--- src/rtl/mcpi_pkg.sv ---
`timescale 1ns / 1ps
// ============================================================================
// mcpi_pkg - shared types and constants of the motor current PI controller
// Mode and operation codes, register indexes, sequencer states, the control
// bundle between sequencer and datapath, and the fixed datapath widths.
// ============================================================================
package mcpi_pkg;

    // Payload widths
    localparam int DUTY_W   = 16;
    localparam int REF_W    = 9;
    localparam int CUR_W    = 13;
    localparam int SAMPLE_W = 7;
    localparam int CMD_W    = 8;
    localparam int INTEG_W  = 24;
    localparam int DRIVE_W  = 16;
    localparam int CHG_W    = 18;
    localparam int ERR_W    = 14;
    localparam int MAG_W    = 15;

    // Shared multiplier and accumulator widths
    localparam int MUL_W  = 25;
    localparam int PROD_W = 2 * MUL_W;
    localparam int ACC_W  = 44;

    // Drive limit: +/-100.00 percent in Q8.8
    localparam int DRIVE_FULL = 25600;
    localparam int PWM_LIMIT  = 100;

    // x / 100 as (x * RECIP_M) >> RECIP_SHIFT, exact for x below 2^23
    localparam int RECIP_SHIFT = 30;
    localparam int RECIP_IN_W  = 23;
    localparam logic [23:0] RECIP_M = 24'd10737419;

    // Configuration port
    localparam int CFG_IDX_W  = 3;
    localparam int CFG_DATA_W = 24;
    localparam logic [CFG_IDX_W-1:0] REG_PWM_PERIOD    = 3'd0;
    localparam logic [CFG_IDX_W-1:0] REG_GAIN_P        = 3'd1;
    localparam logic [CFG_IDX_W-1:0] REG_GAIN_I        = 3'd2;
    localparam logic [CFG_IDX_W-1:0] REG_GAIN_D        = 3'd3;
    localparam logic [CFG_IDX_W-1:0] REG_INTEGRAL_HIGH = 3'd4;
    localparam logic [CFG_IDX_W-1:0] REG_INTEGRAL_LOW  = 3'd5;

    // Operation codes
    localparam logic OP_TICK = 1'b0;
    localparam logic OP_SET  = 1'b1;

    typedef enum logic [1:0] {
        MODE_IDLE = 2'd0,
        MODE_PWM  = 2'd1,
        MODE_TEST = 2'd2
    } mode_t;

    // Which work an accepted item needs
    typedef enum logic [1:0] {
        PATH_QUICK = 2'd0,
        PATH_PWM   = 2'd1,
        PATH_TEST  = 2'd2
    } path_t;

    // Operand selection of the shared multiplier
    typedef enum logic [2:0] {
        MS_NONE  = 3'd0,
        MS_P     = 3'd1,
        MS_I     = 3'd2,
        MS_D     = 3'd3,
        MS_DUTY  = 3'd4,
        MS_RECIP = 3'd5
    } mul_sel_t;

    typedef enum logic [3:0] {
        ST_IDLE      = 4'd0,
        ST_ERR       = 4'd1,
        ST_MUL_P     = 4'd2,
        ST_MUL_I     = 4'd3,
        ST_MUL_D     = 4'd4,
        ST_SUM       = 4'd5,
        ST_MUL_DUTY  = 4'd6,
        ST_MUL_RECIP = 4'd7,
        ST_OUT       = 4'd8
    } state_t;

    // Strobes from the sequencer to the datapath
    typedef struct packed {
        logic     load;
        logic     err_step;
        logic     mul_en;
        mul_sel_t mul_sel;
        logic     acc_add;
        logic     sum_step;
        logic     out_step;
    } ctl_t;

endpackage

--- src/rtl/mcpi_mul.sv ---
`timescale 1ns / 1ps
// ============================================================================
// mcpi_mul - shared signed multiplier
// One 25x25 signed multiply per cycle while en is high, with a registered product; all gain,
// duty and reciprocal products of the controller pass through it in turn.
// ============================================================================
module mcpi_mul
    import mcpi_pkg::*;
(
    input  logic                     aclk,
    input  logic                     en,
    input  logic signed [MUL_W-1:0]  op_a,
    input  logic signed [MUL_W-1:0]  op_b,
    output logic signed [PROD_W-1:0] prod
);

    logic signed [PROD_W-1:0] prod_reg;

    // Hold the product unless a new multiply is issued
    always_ff @(posedge aclk) begin
        if (en) begin
            prod_reg <= op_a * op_b;
        end
    end

    assign prod = prod_reg;

endmodule

--- src/rtl/mcpi_ctrl.sv ---
`timescale 1ns / 1ps
// ============================================================================
// mcpi_ctrl - sequencer of the current controller
// Steps test items through error, three gain products, drive update, duty
// product, reciprocal scaling; PWM items only the last two; then output.
// ============================================================================
module mcpi_ctrl
    import mcpi_pkg::*;
(
    input  logic  aclk,
    input  logic  aresetn,
    input  logic  s_valid,
    input  path_t path,
    input  logic  out_free,
    output logic  s_ready,
    output ctl_t  ctl
);

    state_t state_reg;
    state_t state_next;

    always_ff @(posedge aclk) begin
        if (!aresetn) begin
            state_reg <= ST_IDLE;
        end else begin
            state_reg <= state_next;
        end
    end

    // Next state
    always_comb begin
        state_next = state_reg;
        case (state_reg)
            ST_IDLE: begin
                if (s_valid) begin
                    case (path)
                        PATH_TEST: state_next = ST_ERR;
                        PATH_PWM:  state_next = ST_MUL_DUTY;
                        default:   state_next = ST_OUT;
                    endcase
                end
            end
            ST_ERR:       state_next = ST_MUL_P;
            ST_MUL_P:     state_next = ST_MUL_I;
            ST_MUL_I:     state_next = ST_MUL_D;
            ST_MUL_D:     state_next = ST_SUM;
            ST_SUM:       state_next = ST_MUL_DUTY;
            ST_MUL_DUTY:  state_next = ST_MUL_RECIP;
            ST_MUL_RECIP: state_next = ST_OUT;
            ST_OUT: begin
                if (out_free) begin
                    state_next = ST_IDLE;
                end
            end
            default:      state_next = ST_IDLE;
        endcase
    end

    // Decode strobes
    always_comb begin
        s_ready      = 1'b0;
        ctl          = '0;
        ctl.mul_sel  = MS_NONE;
        case (state_reg)
            ST_IDLE: begin
                s_ready  = 1'b1;
                ctl.load = s_valid;
            end
            ST_ERR: begin
                ctl.err_step = 1'b1;
            end
            ST_MUL_P: begin
                ctl.mul_en  = 1'b1;
                ctl.mul_sel = MS_P;
            end
            ST_MUL_I: begin
                ctl.mul_en  = 1'b1;
                ctl.mul_sel = MS_I;
                ctl.acc_add = 1'b1;
            end
            ST_MUL_D: begin
                ctl.mul_en  = 1'b1;
                ctl.mul_sel = MS_D;
                ctl.acc_add = 1'b1;
            end
            ST_SUM: begin
                ctl.sum_step = 1'b1;
            end
            ST_MUL_DUTY: begin
                ctl.mul_en  = 1'b1;
                ctl.mul_sel = MS_DUTY;
            end
            ST_MUL_RECIP: begin
                ctl.mul_en  = 1'b1;
                ctl.mul_sel = MS_RECIP;
            end
            ST_OUT: begin
                ctl.out_step = 1'b1;
            end
            default: begin
                ctl = '0;
            end
        endcase
    end

endmodule

--- src/rtl/motor_current_pi_controller_core.sv ---
`timescale 1ns / 1ps
// Flow: items are taken only while the sequencer is idle, so a new item is
//   accepted only after the last result is in the output register.
// A test tick runs five products in turn through the single 25x25 multiplier.
// Reset: aresetn (synchronous, active low) restores register defaults,
//   idle mode and a cleared controller; no clearing pass is needed.
// ============================================================================
// motor_current_pi_controller_core - motor current loop with PI control
// Idle, direct PWM and square-wave current test modes; the test mode runs a
// Q8.8 PI controller with integral clamp and a gain on the last drive change.
// ============================================================================
module motor_current_pi_controller_core
    import mcpi_pkg::*;
#(
    parameter int TEST_SAMPLES   = 100,
    parameter int SEGMENT_TICKS  = 25,
    parameter int STEP_AMPLITUDE = 200
) (
    input  logic                     aclk,
    input  logic                     aresetn,
    // Configuration writes
    input  logic                     cfg_valid,
    output logic                     cfg_ready,
    input  logic [CFG_IDX_W-1:0]     cfg_index,
    input  logic [CFG_DATA_W-1:0]    cfg_data,
    // Input items
    input  logic                     s_valid,
    output logic                     s_ready,
    input  logic                     s_operation,
    input  logic [1:0]               s_new_mode,
    input  logic signed [CMD_W-1:0]  s_duty_command,
    input  logic signed [CUR_W-1:0]  s_measured_current,
    // Result items
    output logic                     m_valid,
    input  logic                     m_ready,
    output logic [DUTY_W-1:0]        m_duty_value,
    output logic                     m_direction,
    output logic signed [REF_W-1:0]  m_reference_current,
    output logic signed [CUR_W-1:0]  m_current_echo,
    output logic [SAMPLE_W-1:0]      m_sample_index,
    output logic                     m_sample_valid,
    output logic [1:0]               m_mode_now
);

    localparam int CNT_W = $clog2(TEST_SAMPLES + 1);
    localparam int SEG_W = (SEGMENT_TICKS > 1) ? $clog2(SEGMENT_TICKS) : 1;
    localparam logic [CNT_W-1:0] CNT_END = CNT_W'(TEST_SAMPLES);
    localparam logic [SEG_W-1:0] SEG_LAST = SEG_W'(SEGMENT_TICKS - 1);
    localparam logic signed [ERR_W-1:0] AMP = ERR_W'(STEP_AMPLITUDE);
    localparam logic signed [ACC_W-1:0] ACC_POS = ACC_W'(DRIVE_FULL);
    localparam logic signed [ACC_W-1:0] ACC_NEG = -ACC_POS;
    localparam logic signed [CMD_W-1:0] CMD_POS = CMD_W'(PWM_LIMIT);
    localparam logic signed [CMD_W-1:0] CMD_NEG = -CMD_POS;
    localparam logic signed [INTEG_W-1:0] INT_MAX = {1'b0, {(INTEG_W-1){1'b1}}};
    localparam logic signed [INTEG_W-1:0] INT_MIN = {1'b1, {(INTEG_W-1){1'b0}}};

    // Configuration registers
    logic [DUTY_W-1:0]         pwm_period_reg;
    logic [15:0]               gain_p_reg;
    logic [15:0]               gain_i_reg;
    logic [15:0]               gain_d_reg;
    logic signed [INTEG_W-1:0] int_high_reg;
    logic signed [INTEG_W-1:0] int_low_reg;

    // Controller state
    mode_t                     mode_reg;
    logic signed [CMD_W-1:0]   held_reg;
    logic signed [INTEG_W-1:0] integral_reg;
    logic signed [CHG_W-1:0]   change_reg;
    logic signed [DRIVE_W-1:0] drive_reg;
    logic signed [DRIVE_W-1:0] prev_drive_reg;
    logic [CNT_W-1:0]          count_reg;
    logic [SEG_W-1:0]          seg_reg;
    logic                      phase_reg;

    // Working registers of one item
    logic signed [CUR_W-1:0]   meas_reg;
    logic signed [ERR_W-1:0]   err_reg;
    logic signed [ACC_W-1:0]   acc_reg;
    logic [MAG_W-1:0]          mag_reg;
    logic                      zero_duty_reg;
    logic                      shift_reg;
    logic                      res_dir_reg;
    logic signed [REF_W-1:0]   res_ref_reg;
    logic signed [CUR_W-1:0]   res_echo_reg;
    logic [SAMPLE_W-1:0]       res_idx_reg;
    logic                      res_sval_reg;

    // Output stage
    logic                      m_valid_reg;
    logic [DUTY_W-1:0]         m_duty_reg;
    logic                      m_dir_reg;
    logic signed [REF_W-1:0]   m_ref_reg;
    logic signed [CUR_W-1:0]   m_echo_reg;
    logic [SAMPLE_W-1:0]       m_idx_reg;
    logic                      m_sval_reg;
    logic [1:0]                m_mode_reg;

    ctl_t                      ctl;
    path_t                     path;
    logic                      out_free;
    logic                      test_done;
    logic signed [MUL_W-1:0]   mul_a;
    logic signed [MUL_W-1:0]   mul_b;
    logic signed [PROD_W-1:0]  prod;

    logic signed [CMD_W-1:0]   cmd_sat;
    logic [CMD_W-1:0]          cmd_abs;
    logic signed [ERR_W-1:0]   ref_now;
    logic signed [ERR_W-1:0]   err_now;
    logic signed [INTEG_W-1:0] int_clamped;
    logic signed [PROD_W-1:0]  d_bias;
    logic signed [PROD_W-1:0]  d_shift;
    logic signed [ACC_W-1:0]   drv_sum;
    logic signed [DRIVE_W-1:0] drv_clamp;
    logic [MAG_W-1:0]          drv_abs;
    logic signed [CHG_W-1:0]   change_next;
    logic signed [INTEG_W:0]   int_sum;
    logic signed [INTEG_W-1:0] integral_next;
    logic [RECIP_IN_W-1:0]     recip_in;

    assign cfg_ready = 1'b1;
    assign out_free  = !m_valid_reg || m_ready;
    assign test_done = (count_reg >= CNT_END);

    // Classify the item waiting at the input
    always_comb begin
        if (s_operation == OP_SET) begin
            path = PATH_QUICK;
        end else if (mode_reg == MODE_PWM) begin
            path = PATH_PWM;
        end else if (mode_reg == MODE_TEST && !test_done) begin
            path = PATH_TEST;
        end else begin
            path = PATH_QUICK;
        end
    end

    mcpi_ctrl u_ctrl (
        .aclk     (aclk),
        .aresetn  (aresetn),
        .s_valid  (s_valid),
        .path     (path),
        .out_free (out_free),
        .s_ready  (s_ready),
        .ctl      (ctl)
    );

    // Saturate the held PWM command and take its magnitude
    always_comb begin
        if (held_reg > CMD_POS) begin
            cmd_sat = CMD_POS;
        end else if (held_reg < CMD_NEG) begin
            cmd_sat = CMD_NEG;
        end else begin
            cmd_sat = held_reg;
        end
        cmd_abs = cmd_sat[CMD_W-1] ? CMD_W'(-cmd_sat) : CMD_W'(cmd_sat);
    end

    // Reference, error and integral clamp
    always_comb begin
        ref_now = phase_reg ? -AMP : AMP;
        err_now = ref_now - ERR_W'(meas_reg);
        if (integral_reg > int_high_reg) begin
            int_clamped = int_high_reg;
        end else if (integral_reg < int_low_reg) begin
            int_clamped = int_low_reg;
        end else begin
            int_clamped = integral_reg;
        end
    end

    // Drive update: subtract the truncated D term, clamp, derive the rest
    always_comb begin
        d_bias  = prod + (prod[PROD_W-1] ? PROD_W'(255) : PROD_W'(0));
        d_shift = d_bias >>> 8;
        drv_sum = acc_reg - $signed(d_shift[ACC_W-1:0]);
        if (drv_sum > ACC_POS) begin
            drv_clamp = DRIVE_W'(ACC_POS);
        end else if (drv_sum < ACC_NEG) begin
            drv_clamp = DRIVE_W'(ACC_NEG);
        end else begin
            drv_clamp = drv_sum[DRIVE_W-1:0];
        end
        drv_abs     = drv_clamp[DRIVE_W-1] ? MAG_W'(-drv_clamp) : MAG_W'(drv_clamp);
        change_next = CHG_W'(drv_clamp) - CHG_W'(prev_drive_reg);
        int_sum     = (INTEG_W+1)'(integral_reg) + (INTEG_W+1)'(err_reg);
        if (int_sum[INTEG_W] != int_sum[INTEG_W-1]) begin
            integral_next = int_sum[INTEG_W] ? INT_MIN : INT_MAX;
        end else begin
            integral_next = int_sum[INTEG_W-1:0];
        end
    end

    // Multiplier operands
    always_comb begin
        recip_in = shift_reg ? prod[RECIP_IN_W+7:8] : prod[RECIP_IN_W-1:0];
        mul_a    = '0;
        mul_b    = '0;
        case (ctl.mul_sel)
            MS_P: begin
                mul_a = MUL_W'(gain_p_reg);
                mul_b = MUL_W'(err_reg);
            end
            MS_I: begin
                mul_a = MUL_W'(gain_i_reg);
                mul_b = MUL_W'(integral_reg);
            end
            MS_D: begin
                mul_a = MUL_W'(gain_d_reg);
                mul_b = MUL_W'(change_reg);
            end
            MS_DUTY: begin
                mul_a = MUL_W'(mag_reg);
                mul_b = MUL_W'(pwm_period_reg);
            end
            MS_RECIP: begin
                mul_a = MUL_W'(recip_in);
                mul_b = MUL_W'(RECIP_M);
            end
            default: begin
                mul_a = '0;
                mul_b = '0;
            end
        endcase
    end

    mcpi_mul u_mul (
        .aclk (aclk),
        .en   (ctl.mul_en),
        .op_a (mul_a),
        .op_b (mul_b),
        .prod (prod)
    );

    // Configuration writes
    always_ff @(posedge aclk) begin
        if (!aresetn) begin
            pwm_period_reg <= 16'd3999;
            gain_p_reg     <= '0;
            gain_i_reg     <= '0;
            gain_d_reg     <= '0;
            int_high_reg   <= INT_MAX;
            int_low_reg    <= INT_MIN;
        end else if (cfg_valid) begin
            case (cfg_index)
                REG_PWM_PERIOD:    pwm_period_reg <= cfg_data[DUTY_W-1:0];
                REG_GAIN_P:        gain_p_reg     <= cfg_data[15:0];
                REG_GAIN_I:        gain_i_reg     <= cfg_data[15:0];
                REG_GAIN_D:        gain_d_reg     <= cfg_data[15:0];
                REG_INTEGRAL_HIGH: int_high_reg   <= cfg_data[INTEG_W-1:0];
                REG_INTEGRAL_LOW:  int_low_reg    <= cfg_data[INTEG_W-1:0];
                default: ;
            endcase
        end
    end

    // Mode and controller state
    always_ff @(posedge aclk) begin
        if (!aresetn) begin
            mode_reg       <= MODE_IDLE;
            held_reg       <= '0;
            integral_reg   <= '0;
            change_reg     <= '0;
            drive_reg      <= '0;
            prev_drive_reg <= '0;
            count_reg      <= '0;
            seg_reg        <= '0;
            phase_reg      <= 1'b0;
        end else begin
            if (ctl.load) begin
                if (s_operation == OP_SET) begin
                    case (s_new_mode)
                        MODE_IDLE: mode_reg <= MODE_IDLE;
                        MODE_PWM: begin
                            held_reg <= s_duty_command;
                            mode_reg <= MODE_PWM;
                        end
                        MODE_TEST: begin
                            integral_reg   <= '0;
                            change_reg     <= '0;
                            drive_reg      <= '0;
                            prev_drive_reg <= '0;
                            count_reg      <= '0;
                            seg_reg        <= '0;
                            phase_reg      <= 1'b0;
                            mode_reg       <= MODE_TEST;
                        end
                        default: ;
                    endcase
                end else if (mode_reg == MODE_TEST && test_done) begin
                    mode_reg <= MODE_IDLE;
                end
            end
            // clamp the integral before it feeds the I product
            if (ctl.err_step) begin
                integral_reg <= int_clamped;
            end
            // commit the new drive and advance the test sequence
            if (ctl.sum_step) begin
                drive_reg      <= drv_clamp;
                prev_drive_reg <= drv_clamp;
                change_reg     <= change_next;
                integral_reg   <= integral_next;
                count_reg      <= count_reg + 1'b1;
                if (seg_reg == SEG_LAST) begin
                    seg_reg   <= '0;
                    phase_reg <= !phase_reg;
                end else begin
                    seg_reg <= seg_reg + 1'b1;
                end
            end
        end
    end

    // Working registers of the item in flight
    always_ff @(posedge aclk) begin
        if (ctl.load) begin
            meas_reg      <= s_measured_current;
            zero_duty_reg <= (path == PATH_QUICK);
            shift_reg     <= (path == PATH_TEST);
            res_dir_reg   <= (path == PATH_PWM) ? !cmd_sat[CMD_W-1] : 1'b1;
            res_ref_reg   <= '0;
            res_echo_reg  <= '0;
            res_idx_reg   <= '0;
            res_sval_reg  <= 1'b0;
            if (path == PATH_PWM) begin
                mag_reg     <= MAG_W'(cmd_abs);
            end
        end
        if (ctl.err_step) begin
            err_reg      <= err_now;
            acc_reg      <= ACC_W'(drive_reg);
            res_ref_reg  <= REF_W'(ref_now);
            res_echo_reg <= meas_reg;
            res_idx_reg  <= SAMPLE_W'(count_reg);
            res_sval_reg <= 1'b1;
        end
        // accumulate the P and I products
        if (ctl.acc_add) begin
            acc_reg <= acc_reg + $signed(prod[ACC_W-1:0]);
        end
        if (ctl.sum_step) begin
            mag_reg     <= drv_abs;
            res_dir_reg <= !drv_clamp[DRIVE_W-1];
        end
    end

    // Output register: hold the item until taken
    always_ff @(posedge aclk) begin
        if (!aresetn) begin
            m_valid_reg <= 1'b0;
        end else if (ctl.out_step && out_free) begin
            m_valid_reg <= 1'b1;
        end else if (m_ready) begin
            m_valid_reg <= 1'b0;
        end
    end

    always_ff @(posedge aclk) begin
        if (ctl.out_step && out_free) begin
            m_duty_reg <= zero_duty_reg ? '0 : prod[RECIP_SHIFT +: DUTY_W];
            m_dir_reg  <= res_dir_reg;
            m_ref_reg  <= res_ref_reg;
            m_echo_reg <= res_echo_reg;
            m_idx_reg  <= res_idx_reg;
            m_sval_reg <= res_sval_reg;
            m_mode_reg <= mode_reg;
        end
    end

    assign m_valid             = m_valid_reg;
    assign m_duty_value        = m_duty_reg;
    assign m_direction         = m_dir_reg;
    assign m_reference_current = m_ref_reg;
    assign m_current_echo      = m_echo_reg;
    assign m_sample_index      = m_idx_reg;
    assign m_sample_valid      = m_sval_reg;
    assign m_mode_now          = m_mode_reg;

`ifndef ASSERT_OFF
    // A result appears only from the sequencer's output step
    a_out_from_seq: assert property (@(posedge aclk) disable iff (!aresetn)
        $rose(m_valid) |-> $past(ctl.out_step))
        else $error("result raised outside the output step");

    // Drive stays within +/-100 percent
    a_drive_range: assert property (@(posedge aclk) disable iff (!aresetn)
        (drive_reg <= DRIVE_W'(DRIVE_FULL)) && (drive_reg >= -DRIVE_W'(DRIVE_FULL)))
        else $error("drive level out of range");

    // Test sample count never passes the end of the test
    a_count_range: assert property (@(posedge aclk) disable iff (!aresetn)
        count_reg <= CNT_END)
        else $error("test sample count overran");

    // A logged sample is only reported while in test mode
    a_sample_mode: assert property (@(posedge aclk) disable iff (!aresetn)
        (m_valid && m_sample_valid) |-> (m_mode_now == MODE_TEST))
        else $error("sample reported outside test mode");
`endif

endmodule
--- config.mk ---
export PLATFORM = sky130hd
export DESIGN_NAME = motor_current_pi_controller_core
export DESIGN_NICKNAME = d
export VERILOG_FILES = /design/src/rtl/mcpi_pkg.sv /design/src/rtl/mcpi_mul.sv /design/src/rtl/mcpi_ctrl.sv /design/src/rtl/motor_current_pi_controller_core.sv
export SDC_FILE = /design/constraint.sdc
export NUM_CORES = 2
export LEC_CHECK = 0
export ABC_AREA = 0
export BUFFER_PORTS_ARGS = -buffer_cell sky130_fd_sc_hd__buf_2
export CORE_UTILIZATION = 55
export CTS_CLUSTER_DIAMETER = 150
export CTS_CLUSTER_SIZE = 30
export DETAILED_ROUTE_END_ITERATION = 8
export PLACE_DENSITY = 0.82
export SYNTH_ARGS = -nofsm -noshare
export SYNTH_HDL_FRONTEND = slang
export SYNTH_SLANG_ARGS = --single-unit
--- constraint.sdc ---
create_clock -name aclk -period 8.41 [get_ports aclk]
set_input_delay 0.4205 -clock aclk [delete_from_list [all_inputs] [get_ports aclk]]
set_output_delay 0.4205 -clock aclk [all_outputs]
set_load 0.02 [all_outputs]
==> flow_metrics.py <==
metrics = {
    "layout": {
        "drive_gt1_share_pct": 18.6,
        "regArea_um2": 10100,
        "largest_register_ffs": 49,
        "multi_input_area_um2": 34200,
        "area_growth_pct": 19.8,
        "stdcell_count": 7203,
        "final_cell_mix": "inv_1 (893), nand2_1 (696), buf_4 (598)",
        "fillerInstances": 6297,
        "n_antenna_cell": 0,
        "final_common_cell": "inv_1",
        "final_nets": 7054,
    },
    "sta": {
        "hold_viol": 0,
        "rsz0062_at_grt": "yes",
        "slew_headroom_pct": 16.5,
        "finalCritPeriodShare_pct": 105,
        "clock_skew_ps": 37.8,
        "worst_pin_slew_ps": 1250,
        "setup_ws_ps": -412,
        "finalCriticalPeriod_ps": 8820,
        "setup_viol": 10,
        "final_max_slew_viol_count": 0,
        "max_freq_mhz": 113,
    },
    "synth": {
        "ys_types": 94,
        "synth_seq_cells": 402,
        "ys_warn_count": 0,
        "synth.avg_cell_area_um2": 8.70,
        "async_flop_share_pct": 0,
        "synth_edf_count": 204,
        "synth_ff_type": "edfxtp_1",
        "syn_area_um2": 46800,
        "ys_seq_area_share_pct": 21.6,
        "synth_cells": 5374,
    },
    "detailed_routing": {
        "antenna_left": 0,
        "wl_mm": 151,
        "via_per_inst": 5.91,
        "vias": 42500,
        "drt_iter0_drc": 4645,
        "drt-wirelength-per-cell_um": 21.0,
        "firstDrtPassIters": 8,
        "drc": 0,
    },
    "critical_path": {
        "crit_path_start_kind": "flip-flop",
        "worst_path_largest_cell_delay_ps": 440,
        "critPathSlowestCell": "edfxtp_1",
        "worst_setup_path_end_kind": "flip-flop",
        "worst-setup-path-type": "flip-flop to flip-flop",
        "rr_worst_depth": 44,
        "path_common_cell": "buf_4",
        "worstPathRequired_ps": 8890,
        "crit_path_max_fanout": 11,
        "cp.arrival_ps": 9310,
    },
    "cts": {
        "clk_latency_ps": 590,
        "cts_made_buffers": 17,
        "clkSlewWorstSetupHoldPaths_ps": 130,
        "cts_buffer_depth": 3,
        "htreeDepth": 1,
        "cts_hold_buf": 0,
        "cts-root-buf": "clkbuf_16",
        "clock_sinks": 402,
        "tritoncts": "yes",
    },
    "global_routing": {
        "grt_antenna_before_repair": 0,
        "grt_pass1_wl_mm": 228,
        "track_usage_pct": 33.9,
        "grt_max_degree": 80,
        "grt_pass1_vias": 42200,
        "grt.overflow.total": 0,
    },
    "floorplanning": {
        "rows": 106,
        "die_area_um2": 86200,
        "io_pins": 108,
        "die_x_um": 294,
        "core_um2": 84000,
        "start_util_pct": 55.7,
        "die_h_um": 294,
    },
    "run": {
        "drv_cap": 0,
    },
    "pwr": {
        "power_mw": 6.49,
        "p_leak_nw": 25.7,
        "ir_drop_v": 0.000155,
        "power_density_nw_per_um2": 116,
    },
    "outcome": {
        "violations": "setup timing",
        "outcome": "finished with violations",
    },
    "placement": {
        "io_buffers": 103,
        "place_hpwl_mm": 118,
        "place.gp.congestion": 1.02,
        "dp.cells": 7053,
        "place_ws_ps": -823,
    },
    "worst_hold_path": {
        "min-delay-path-class": "input pin to flip-flop",
        "hold-path-cell-count": 1,
    },
}
## routing by layer
layer  part of all wire (%)  track usage (%)
met1                     38             44.2
met2                     47             56.0
met3                    9.7             4.65
met4                    5.9             16.0
met5                      0                0
## cells in the mapped netlist, drive strengths merged (16+ instances only)
| master | number | area [µm²] |
|---|---|---|
| inv | 921 | 3460 |
| nand2 | 724 | 2720 |
| fa | 608 | 12200 |
| nor2 | 413 | 1550 |
| a21oi | 337 | 1690 |
| ha | 331 | 4140 |
| edfxtp | 204 | 6130 |
| dfxtp | 198 | 3960 |
| o21ai | 194 | 975 |
| clkbuf | 190 | 713 |
| xnor2 | 121 | 1070 |
| nand3 | 110 | 551 |
| a21o | 91 | 683 |
| xor2 | 75 | 657 |
| and2 | 66 | 413 |
| nand4 | 55 | 344 |
| a22oi | 51 | 383 |
| nor3 | 47 | 240 |
| nor2b | 46 | 288 |
| o211ai | 44 | 330 |
| nand2b | 35 | 219 |
| a31oi | 33 | 206 |
| and3 | 33 | 206 |
| o21a | 32 | 240 |
| o31ai | 32 | 250 |
| mux2i | 29 | 290 |
| buf | 28 | 158 |
| and4 | 23 | 201 |
| o21bai | 23 | 173 |
| a211oi | 21 | 163 |
| nor4 | 20 | 146 |
| or2 | 18 | 113 |
| a21boi | 16 | 120 |
| or3 | 16 | 100 |
## worst max-delay path, delay by kind of cell (launching register included)
kind / cells / cell delay (ps)
simple gates: 12 / 1880
xor+xnor: 1 / 160
compound gates: 18 / 3950
flops: 1 / 440
buf+inv: 10 / 1520
fa+ha+maj: 3 / 770
## logic make-up after synthesis
logic type,Yosys count,synth area share (%)
buffers and inverters,1139,9.25
muxes,40,0.885
other,2,0.0161
AOI/OAI and AO/OA,1010,13.8
adders and majority gates,939,34.9
xor gates and xnor gates,196,3.69
DFF,402,21.6
and+or+nand+nor,1646,15.9
## worst paths after layout
path / from / to / slack, ps
hold reg to reg: res_idx_reg[4] / m_sample_index[4] / 420
setup reg to reg: u_mul.prod[48] / change_reg[14] / -410
setup / recovery: u_mul.prod[48] / change_reg[14] / -410
hold / removal: s_measured_current[0] / meas_reg[0] / 7
## power by group
part           internal, mW  switching (mW)
sequential             2.22          0.0699
clock                 0.394           0.659
combinational          1.35            1.79
## layout make-up
class	count	area share, %
repair buffers	791	11.4
inverters	921	6.19
multi-input cells	3926	61.0
clock inverters	3	0.0603
clock buffers	26	0.819
well taps	1134	2.53
flip-flops and latches	402	18.0
## per-stage QoR
stage / TNS [ps] / cell area, µm² / hold slack (ps) / util [%]
after floorplan: -9.84 / 47200 / 400 / -
after global placement: -3270 / 52900 / 403 / 63.0
after detailed placement: -5510 / 52900 / 405 / 63.0
after CTS: -315 / 54300 / 1.73 / 64.7
after global routing: -6370 / 56100 / 3.93 / 66.8
final: -1570 / 56100 / 7.40 / 66.8
## timing repair
item / 4_1_cts / 5_1_grt
resized for setup: 133 / 291
setup endpoints to repair: 22 / 32
endpoints found under the hold margin: 0 / 0
setup buffers: 50 / 68
cloned: 1 / 4
pin swaps: 79 / 185
(Power assumes the default switching activity.)
